`config.mk`:
```
export PLATFORM = sky130hd
export DESIGN_NAME = page_slot_cache_aging_replacement
export DESIGN_NICKNAME = d
export VERILOG_FILES = /design/src/rtl/psc_pkg.sv /design/src/rtl/page_slot_cache_aging_replacement.sv /design/src/rtl/psc_ram.sv /design/src/rtl/psc_scan.sv
export SDC_FILE = /design/constraint.sdc
export NUM_CORES = 2
export LEC_CHECK = 0
export BUFFER_PORTS_ARGS = -buffer_cell sky130_fd_sc_hd__clkbuf_2
export CAP_MARGIN = 20
export CORE_MARGIN = 10
export CORE_UTILIZATION = 37
export DETAILED_ROUTE_END_ITERATION = 8
export GPL_TIMING_DRIVEN = 0
export HOLD_SLACK_MARGIN = 0.06
export MAX_ROUTING_LAYER = met4
export SYNTH_ARGS = -nofsm -noshare
export SYNTH_HDL_FRONTEND = slang
export SYNTH_HIERARCHICAL = 1
export SYNTH_SLANG_ARGS = --single-unit
```
`constraint.sdc`:
```
create_clock -name clk_i -period 9.5 [get_ports clk_i]
set_input_delay 0.475 -clock clk_i [delete_from_list [all_inputs] [get_ports clk_i]]
set_output_delay 0.475 -clock clk_i [all_outputs]
set_load 0.005 [all_outputs]
```
`src/rtl/psc_pkg.sv`:
```
// Shared types, constants and helper functions for the page slot cache.
// Used by the top level, the scan datapath and both checkers.
package psc_pkg;

  localparam int SLOTS      = 16;
  localparam int SLOT_W     = $clog2(SLOTS);
  localparam int CNT_W      = $clog2(SLOTS + 1);
  localparam int FILE_W     = 16;
  localparam int OFS_W      = 48;
  localparam int TAG_W      = FILE_W + OFS_W;
  localparam int AGE_W      = 16;
  localparam int SLOT_FLD_W = 4;
  localparam int STATUS_W   = 3;
  localparam int IN_DATA_W  = 64;
  localparam int OUT_DATA_W = 72;
  localparam int OUT_USER_W = STATUS_W;

  localparam logic [AGE_W-1:0] AGE_MAX   = 16'hFFFF;
  localparam logic [AGE_W-1:0] AGE_FRESH = (AGE_MAX >> 1) + (AGE_MAX >> 2);

  typedef enum logic {
    MODE_LOOKUP = 1'b0,
    MODE_NEW    = 1'b1
  } mode_e;

  typedef enum logic [STATUS_W-1:0] {
    STAT_LAST_HIT = 3'd0,
    STAT_SCAN_HIT = 3'd1,
    STAT_FILL     = 3'd2,
    STAT_REPLACE  = 3'd3,
    STAT_DUP      = 3'd4
  } status_e;

  typedef enum logic [1:0] {
    FSM_IDLE,
    FSM_LH_CHK,
    FSM_SCAN,
    FSM_FIN
  } fsm_e;

  // control from the sequencer to the scan datapath
  typedef struct packed {
    logic              start;
    logic              vld;
    mode_e             mode;
    logic [SLOT_W-1:0] idx;
  } scan_ctl_t;

  // scan outcome
  typedef struct packed {
    logic              found;
    logic              dup;
    logic [SLOT_W-1:0] hit;
    logic [SLOT_W-1:0] victim;
    logic [TAG_W-1:0]  vic_tag;
  } scan_res_t;

  // AGE_FRESH + 16385*a/65535; x/65535 = (x>>16) plus one correction step
  function automatic logic [AGE_W-1:0] age_boost(input logic [AGE_W-1:0] a);
    logic [30:0] x;
    logic [14:0] q0;
    logic [16:0] r;
    logic [14:0] q;
    x  = 31'({a, 14'b0}) + 31'(a);
    q0 = x[30:16];
    r  = 17'(x[15:0]) + 17'(q0);
    q  = q0 + ((r >= 17'(AGE_MAX)) ? 15'd1 : 15'd0);
    return AGE_FRESH + 16'(q);
  endfunction

  function automatic logic [SLOT_FLD_W-1:0] slot_field(input logic [SLOT_W-1:0] idx);
    logic [SLOT_W+SLOT_FLD_W-1:0] w;
    w = {{SLOT_FLD_W{1'b0}}, idx};
    return w[SLOT_FLD_W-1:0];
  endfunction

endpackage

```
`src/rtl/page_slot_cache_aging_replacement.sv`:
```
// Top level of the page slot cache with aging-counter replacement.
// Depends on psc_pkg, psc_ram and psc_scan.
//
// Channel  | Dir | Handshake              | Payload (low bit up)
// ---------+-----+------------------------+------------------------------------------
// request  | in  | s_axis_tvalid/tready   | tuser: mode; tdata: file_handle, page_offset
// result   | out | m_axis_tvalid/tready   | tuser: status; tdata: slot, evicted,
//          |     |                        |   evicted_file, evicted_offset, 3 zero bits
//
// One word at a time. Last-hit match: IDLE, LH_CHK, then FIN loads the result register.
// Scan (lookup miss on last hit, or new page): SCAN reads one slot per cycle from the tag
// and age memories and, for a lookup, writes the updated age back in the cycle after the
// read, then FIN loads the result register.
// Reset clears fill count, last-hit and control; memories stay undefined, only
// slots below fill count are read, so no clearing pass is needed.
// A new request is taken while a finished result still waits on m_axis_tready.
module page_slot_cache_aging_replacement (
  input  logic                           clk_i,
  input  logic                           rst_ni,
  input  logic                           s_axis_tvalid,
  output logic                           s_axis_tready,
  input  logic [psc_pkg::IN_DATA_W-1:0]  s_axis_tdata,   // file_handle, page_offset
  input  logic [0:0]                     s_axis_tuser,   // mode
  output logic                           m_axis_tvalid,
  input  logic                           m_axis_tready,
  output logic [psc_pkg::OUT_DATA_W-1:0] m_axis_tdata,   // slot, evicted, evicted_file,
                                                         // evicted_offset, zero pad
  output logic [psc_pkg::OUT_USER_W-1:0] m_axis_tuser    // status
);

  localparam int SW = psc_pkg::SLOT_W;
  localparam int CW = psc_pkg::CNT_W;

  psc_pkg::fsm_e              state_q, state_d;
  psc_pkg::mode_e             mode_q;
  logic [psc_pkg::TAG_W-1:0]  req_tag_q;
  logic [CW-1:0]              fill_q;
  logic                       lh_valid_q;
  logic [SW-1:0]              lh_slot_q;
  logic [CW-1:0]              cnt_q;
  logic                       pv_q;
  logic [SW-1:0]              pidx_q;
  logic                       lh_hit_q;

  // result register
  logic                       m_valid_q;
  psc_pkg::status_e           out_status_q;
  logic [psc_pkg::SLOT_FLD_W-1:0] out_slot_q;
  logic                       out_ev_q;
  logic [psc_pkg::TAG_W-1:0]  out_tag_q;

  // memory ports
  logic [SW-1:0]              raddr;
  logic [psc_pkg::TAG_W-1:0]  rd_tag;
  logic [psc_pkg::AGE_W-1:0]  rd_age;
  logic                       tag_we, age_we;
  logic [SW-1:0]              age_waddr;
  logic [psc_pkg::AGE_W-1:0]  age_wdata;

  psc_pkg::scan_ctl_t         scan_ctl;
  psc_pkg::scan_res_t         scan_res;
  logic                       scan_age_we;
  logic [psc_pkg::AGE_W-1:0]  scan_age;

  logic                       accept, out_free, fin_fire, lh_try, lh_match, scan_done;
  logic                       full, place, upd_lh;
  logic [SW-1:0]              res_slot;
  psc_pkg::status_e           res_status;

  assign accept    = s_axis_tvalid && s_axis_tready;
  assign out_free  = !m_valid_q || m_axis_tready;
  assign full      = (fill_q == CW'(psc_pkg::SLOTS));
  assign lh_try    = (psc_pkg::mode_e'(s_axis_tuser[0]) == psc_pkg::MODE_LOOKUP) &&
                     lh_valid_q && (CW'(lh_slot_q) < fill_q);
  assign lh_match  = (rd_tag == req_tag_q);
  assign scan_done = !pv_q && (cnt_q >= fill_q);

  // ---------------- next state ----------------
  always_comb begin
    state_d = state_q;
    case (state_q)
      psc_pkg::FSM_IDLE: begin
        if (accept) begin
          state_d = lh_try ? psc_pkg::FSM_LH_CHK : psc_pkg::FSM_SCAN;
        end
      end
      psc_pkg::FSM_LH_CHK: begin
        state_d = lh_match ? psc_pkg::FSM_FIN : psc_pkg::FSM_SCAN;
      end
      psc_pkg::FSM_SCAN: begin
        if (scan_done) begin
          state_d = psc_pkg::FSM_FIN;
        end
      end
      psc_pkg::FSM_FIN: begin
        if (out_free) begin
          state_d = psc_pkg::FSM_IDLE;
        end
      end
      default: state_d = psc_pkg::FSM_IDLE;
    endcase
  end

  // ---------------- outputs of the sequencer ----------------
  always_comb begin
    s_axis_tready = 1'b0;
    fin_fire      = 1'b0;
    raddr         = lh_slot_q;
    case (state_q)
      psc_pkg::FSM_IDLE: s_axis_tready = 1'b1;
      psc_pkg::FSM_SCAN: raddr = cnt_q[SW-1:0];
      psc_pkg::FSM_FIN:  fin_fire = out_free;
      default: ;
    endcase
  end

  // decision on the finished last-hit check or scan
  always_comb begin
    place      = 1'b0;
    upd_lh     = 1'b0;
    res_slot   = '0;
    res_status = psc_pkg::STAT_DUP;
    if (lh_hit_q) begin
      res_status = psc_pkg::STAT_LAST_HIT;
      res_slot   = lh_slot_q;
    end else if (scan_res.dup) begin
      res_status = psc_pkg::STAT_DUP;
    end else if (scan_res.found) begin
      res_status = psc_pkg::STAT_SCAN_HIT;
      res_slot   = scan_res.hit;
      upd_lh     = 1'b1;
    end else begin
      place  = 1'b1;
      upd_lh = 1'b1;
      if (full) begin
        res_status = psc_pkg::STAT_REPLACE;
        res_slot   = scan_res.victim;
      end else begin
        res_status = psc_pkg::STAT_FILL;
        res_slot   = fill_q[SW-1:0];
      end
    end
  end

  assign scan_ctl = '{start: accept, vld: pv_q, mode: mode_q, idx: pidx_q};

  // age memory is written by the scan or by a placement, never both at once
  assign tag_we    = fin_fire && place;
  assign age_we    = scan_age_we || tag_we;
  assign age_waddr = tag_we ? res_slot : pidx_q;
  assign age_wdata = tag_we ? psc_pkg::AGE_FRESH : scan_age;

  // ---------------- registers ----------------
  always_ff @(posedge clk_i or negedge rst_ni) begin
    if (!rst_ni) begin
      state_q    <= psc_pkg::FSM_IDLE;
      fill_q     <= '0;
      lh_valid_q <= 1'b0;
      lh_slot_q  <= '0;
      cnt_q      <= '0;
      pv_q       <= 1'b0;
      lh_hit_q   <= 1'b0;
      m_valid_q  <= 1'b0;
    end else begin
      state_q <= state_d;
      if (accept) begin
        cnt_q    <= '0;
        pv_q     <= 1'b0;
        lh_hit_q <= 1'b0;
      end
      if (state_q == psc_pkg::FSM_LH_CHK) begin
        lh_hit_q <= lh_match;
      end
      if (state_q == psc_pkg::FSM_SCAN) begin
        if (cnt_q < fill_q) begin
          cnt_q <= cnt_q + 1'b1;
          pv_q  <= 1'b1;
        end else begin
          pv_q <= 1'b0;
        end
      end
      if (fin_fire) begin
        if (place && !full) begin
          fill_q <= fill_q + 1'b1;
        end
        if (upd_lh) begin
          lh_valid_q <= 1'b1;
          lh_slot_q  <= res_slot;
        end
      end
      if (fin_fire) begin
        m_valid_q <= 1'b1;
      end else if (m_axis_tready) begin
        m_valid_q <= 1'b0;
      end
    end
  end

  always_ff @(posedge clk_i) begin
    if (accept) begin
      mode_q    <= psc_pkg::mode_e'(s_axis_tuser[0]);
      req_tag_q <= s_axis_tdata;
    end
    if (state_q == psc_pkg::FSM_SCAN) begin
      pidx_q <= cnt_q[SW-1:0];
    end
    if (fin_fire) begin
      out_status_q <= res_status;
      out_slot_q   <= psc_pkg::slot_field(res_slot);
      out_ev_q     <= place && full;
      out_tag_q    <= (place && full) ? scan_res.vic_tag : '0;
    end
  end

  assign m_axis_tvalid = m_valid_q;
  assign m_axis_tuser  = out_status_q;
  assign m_axis_tdata  = {3'b000, out_tag_q, out_ev_q, out_slot_q};

  // ---------------- memories and scan unit ----------------
  psc_ram #(
    .WIDTH(psc_pkg::TAG_W),
    .DEPTH(psc_pkg::SLOTS)
  ) u_tag_ram (
    .clk_i  (clk_i),
    .we_i   (tag_we),
    .waddr_i(res_slot),
    .wdata_i(req_tag_q),
    .raddr_i(raddr),
    .rdata_o(rd_tag)
  );

  psc_ram #(
    .WIDTH(psc_pkg::AGE_W),
    .DEPTH(psc_pkg::SLOTS)
  ) u_age_ram (
    .clk_i  (clk_i),
    .we_i   (age_we),
    .waddr_i(age_waddr),
    .wdata_i(age_wdata),
    .raddr_i(raddr),
    .rdata_o(rd_age)
  );

  psc_scan u_scan (
    .clk_i      (clk_i),
    .rst_ni     (rst_ni),
    .ctl_i      (scan_ctl),
    .req_tag_i  (req_tag_q),
    .rd_tag_i   (rd_tag),
    .rd_age_i   (rd_age),
    .age_we_o   (scan_age_we),
    .age_wdata_o(scan_age),
    .res_o      (scan_res)
  );

endmodule

```
`src/rtl/psc_ram.sv`:
```
// Generic single-write, single-read RAM with registered read data.
// No dependencies.
module psc_ram #(
  parameter int WIDTH = 16,
  parameter int DEPTH = 16
) (
  input  logic                     clk_i,
  input  logic                     we_i,
  input  logic [$clog2(DEPTH)-1:0] waddr_i,
  input  logic [WIDTH-1:0]         wdata_i,
  input  logic [$clog2(DEPTH)-1:0] raddr_i,
  output logic [WIDTH-1:0]         rdata_o
);

  logic [WIDTH-1:0] mem_q [DEPTH];

  always_ff @(posedge clk_i) begin
    if (we_i) begin
      mem_q[waddr_i] <= wdata_i;
    end
    rdata_o <= mem_q[raddr_i];
  end

endmodule

```
`src/rtl/psc_scan.sv`:
```
// Per-slot scan datapath: tag match, age update and victim tracking.
// Depends on psc_pkg.
module psc_scan (
  input  logic                      clk_i,
  input  logic                      rst_ni,
  input  psc_pkg::scan_ctl_t        ctl_i,
  input  logic [psc_pkg::TAG_W-1:0] req_tag_i,
  input  logic [psc_pkg::TAG_W-1:0] rd_tag_i,
  input  logic [psc_pkg::AGE_W-1:0] rd_age_i,
  output logic                      age_we_o,
  output logic [psc_pkg::AGE_W-1:0] age_wdata_o,
  output psc_pkg::scan_res_t        res_o
);

  logic                        found_q, dup_q;
  logic [psc_pkg::SLOT_W-1:0]  hit_q, victim_q;
  logic [psc_pkg::AGE_W-1:0]   vic_age_q;
  logic [psc_pkg::TAG_W-1:0]   vic_tag_q;
  logic                        match, take, lookup;
  logic [psc_pkg::AGE_W-1:0]   new_age;

  always_comb begin
    lookup = (ctl_i.mode == psc_pkg::MODE_LOOKUP);
    match  = (rd_tag_i == req_tag_i);
    if (match) begin
      new_age = psc_pkg::age_boost(rd_age_i);
    end else if (rd_age_i != '0) begin
      new_age = rd_age_i - 1'b1;
    end else begin
      new_age = '0;
    end
    // slot 0 seeds the victim; later slots compare their old age against
    // the victim's stored age, which in lookup mode is its updated age
    take        = (ctl_i.idx == '0) || (rd_age_i < vic_age_q);
    age_we_o    = ctl_i.vld && lookup;
    age_wdata_o = new_age;
  end

  always_ff @(posedge clk_i or negedge rst_ni) begin
    if (!rst_ni) begin
      found_q <= 1'b0;
      dup_q   <= 1'b0;
    end else if (ctl_i.start) begin
      found_q <= 1'b0;
      dup_q   <= 1'b0;
    end else if (ctl_i.vld && match) begin
      if (lookup) begin
        found_q <= 1'b1;
      end else begin
        dup_q <= 1'b1;
      end
    end
  end

  always_ff @(posedge clk_i) begin
    if (ctl_i.vld) begin
      if (match && lookup) begin
        hit_q <= ctl_i.idx;
      end
      if (take) begin
        victim_q  <= ctl_i.idx;
        vic_age_q <= lookup ? new_age : rd_age_i;
        vic_tag_q <= rd_tag_i;
      end
    end
  end

  assign res_o = '{found: found_q, dup: dup_q, hit: hit_q, victim: victim_q,
                   vic_tag: vic_tag_q};

endmodule

```
==> results_dict.tcl <==
set metrics [dict create \
    die_x_um 433 \
    ir_drop_mv 0.206 \
    via_count 32400 \
    worstPathRequired_ns 10.00 \
    grt_start_max_net_pins 40 \
    status "finished clean" \
    slew_viol_final 0 \
    relSlewSlack_pct 23.6 \
    ys_ff_latch 1611 \
    grtUsageTotal_pct 17.4 \
    routed-wl-met3_um 8340 \
    cts_sinks 1611 \
    start_util_pct 37.3 \
    place_congestion 0.899 \
    ys_warn_count 6 \
    wl_met2_um 82400 \
    viasPerCell 5.37 \
    port_buffers 142 \
    drc 0 \
    crit_fanout 16 \
    critPathLaunchType "register" \
    crit_slowest_cell "a2111oi_0" \
    synthCells 3220 \
    hp-class "input port to register" \
    clockBufferDepth 3 \
    hold_viol_final 0 \
    pin_count 146 \
    ant_nets 0 \
    cp-end-kind "register" \
    yosysSeqAreaShare_pct 75.1 \
    setup_violations 0 \
    drtIter0Drc 3056 \
    p_leak_nw 24.4 \
    clock_latency_ns 0.82 \
    syn_to_final_growth_pct 18.1 \
    cpMostUsedCell "ha_1" \
    synth-edff-count 1509 \
    coreArea_um2 170000 \
    slowest_delay_ns 0.96 \
    grt_pass1_vias 33400 \
    routedWlPerCell_um 26.6 \
    top_layer "met4" \
    cts_htree_levels 4 \
    firstDrtPassIters 8 \
    fin_skew_ns 0.0693 \
    m1WireLength_um 65000 \
    hpwlAfterDp_um 112000 \
    yosysUniqueCellTypes 90 \
    cts_resized 0 \
    cts_tree "yes" \
    rsz0062_at_grt "false" \
    worstSetupPathType "register to register" \
    post-cts-setup-buffers 0 \
    powerDensity_nw_per_um2 327 \
    yosysTopAreaCell "edfxtp_1" \
    min_period_ns 8.71 \
    synthArstFlopShare_pct 1.37 \
    yosysMostFrequentCell "edfxtp_1" \
    synth_top_area_share_pct 71.7 \
    cts-root-buf "clkbuf_16" \
    synth-main-ff-cell "edfxtp_1" \
    p_total_mw 24.4 \
    synth_area_per_cell_um2 19.6 \
    layout.nets 3807 \
    worstMarginPinSlew_ns 1.12 \
    drt-total-wl_um 161000 \
    whs_ns 0.250 \
    dieArea_um2 188000 \
    clock.fmax_ghz 0.115 \
    syn_area_um2 63200 \
    cts.clk_slew.worst_paths_ns 0.06 \
    cts_made_buffers 165 \
    fin_crit_sh_pct 91.7 \
    grt_overflow 0 \
    row_count 151 \
    max_cap_viol_count 0 \
    synth.area.top_cells "edfxtp_1, mux4_2, dfxtp_1" \
    cp.arrival_ns 9.22 \
    grt_pass1_wl_um 234000 \
    synth.top_cells.by_count "edfxtp_1, mux4_2, a22oi_1, nand2_1, xnor2_1" \
    drive_above_1_share_pct 24.0 \
    die_y_um 433 \
    antenna_found_initial 0 \
]
timing repair:
item / in CTS / in global routing
hold endpoints to repair: 87 / 0
endpoints found under the setup margin: 0 / 0
hold buffers: 66 / 0
cells by family after synthesis:
| group | after synthesis | share of synthesized area (%) |
|---|---|---|
| flops | 1611 | 75.1 |
| xor+xnor | 174 | 2.46 |
| simple gates | 474 | 3.99 |
| mux | 336 | 11.7 |
| buf+inv | 221 | 1.68 |
| other cells | 1 | 0.00593 |
| fa+ha+maj | 54 | 1.09 |
| compound gates | 349 | 3.95 |
power by group:
part	total (mW)	leakage, nW	switching, mW	internal (mW)
Sequential	10.1	14.6	0.835	9.28
Clock	6.61	2.72	2.78	3.83
Combinational	7.70	7.10	4.50	3.20
placed cells by master (no fill, tap or decap), drive strengths merged, types with 70 or more instances in the layout:
master | synthesis | final
a22oi | 166 | 166
dfxtp | 80 | 80
clkbuf | 77 | 445
edfxtp | 1509 | 1509
xnor2 | 121 | 121
and3 | 70 | 70
buf | 81 | 168
nand2 | 128 | 128
mux4 | 320 | 320
worst max-delay path, delay by kind of cell (launching register included):
| kind | cells | cell delay [ns] |
|---|---|---|
| DFF | 1 | 0.65 |
| and+or+nand+nor | 9 | 2.33 |
| AOI/OAI and AO/OA | 6 | 2.62 |
| adders and majority gates | 5 | 1.54 |
| xor gates and xnor gates | 3 | 0.65 |
| muxes | 1 | 0.27 |
| buffers and inverters | 3 | 0.33 |
metal layers:
metal | vias to the layer above | global-route usage [%]
li1 | 14100 | -
met1 | 17100 | 21.7
met2 | 988 | 29.4
met3 | 235 | 2.59
met4 | 0 | 5.54
met5 | - | -
worst paths after layout:
check / start / to / slack [ns] / cells after the start
worst max-delay path: u_age_ram/rdata_o[14] / u_age_ram/mem_q[9][14] / 0.79 / 27
worst min-delay path: m_axis_tready / m_axis_tvalid / 0.25 / 3
worst max register to register: u_age_ram/rdata_o[14] / u_age_ram/mem_q[9][14] / 0.79 / 27
worst min register to register: lh_valid_q / lh_valid_q / 0.48 / 1
max in group asynchronous: rst_ni / pv_q / 8.69 / 2
min in group asynchronous: rst_ni / lh_hit_q / 0.36 / 2
sequential cells by signal (all words and copies together) (netlist names), 2 cells and up:
| register | count |
|---|---|
| u_scan/hit_q | 4 |
| out_slot_q | 4 |
| u_tag_ram/rdata_o | 64 |
| fill_q | 5 |
| state_q | 2 |
| req_tag_q | 64 |
| u_scan/vic_tag_q | 64 |
| lh_slot_q | 4 |
| u_tag_ram/mem_q | 1024 |
| u_scan/victim_q | 4 |
| m_axis_tuser | 3 |
| pidx_q | 4 |
| u_age_ram/mem_q | 256 |
| u_age_ram/rdata_o | 16 |
| cnt_q | 5 |
| u_scan/vic_age_q | 16 |
| out_tag_q | 64 |
stage by stage:
| stage | utilization (%) | worst slack, ns | TNS [ns] | instances | instance area [um2] |
|---|---|---|---|---|---|
| finish | 44.0 | 0.787 | 0 | 6042 | 74600 |
| global route | 44.0 | 0.186 | 0 | 6039 | 74600 |
| CTS | 44.0 | 0.914 | 0 | 6039 | 74600 |
| detailed placement | 40.3 | 1.00 | 0 | 5669 | 68300 |
| global placement | 39.3 | -3.16 | -793.05 | 5582 | 66700 |
| floorplan | - | 2.56 | 0 | 3222 | 63200 |
cell type report:
type | count | area, um2
clock inverters | 78 | 1050
well taps | 2218 | 2780
repair buffers | 295 | 2810
flip-flops and latches | 1611 | 47500
plain buffers | 158 | 828
diodes | 3 | 7.51
multi-input cells | 1390 | 14900
inverters | 63 | 239
fillers | 14600 | 95000
clock buffers | 226 | 4590
Note: power is estimated with default switching activity, not from simulation.
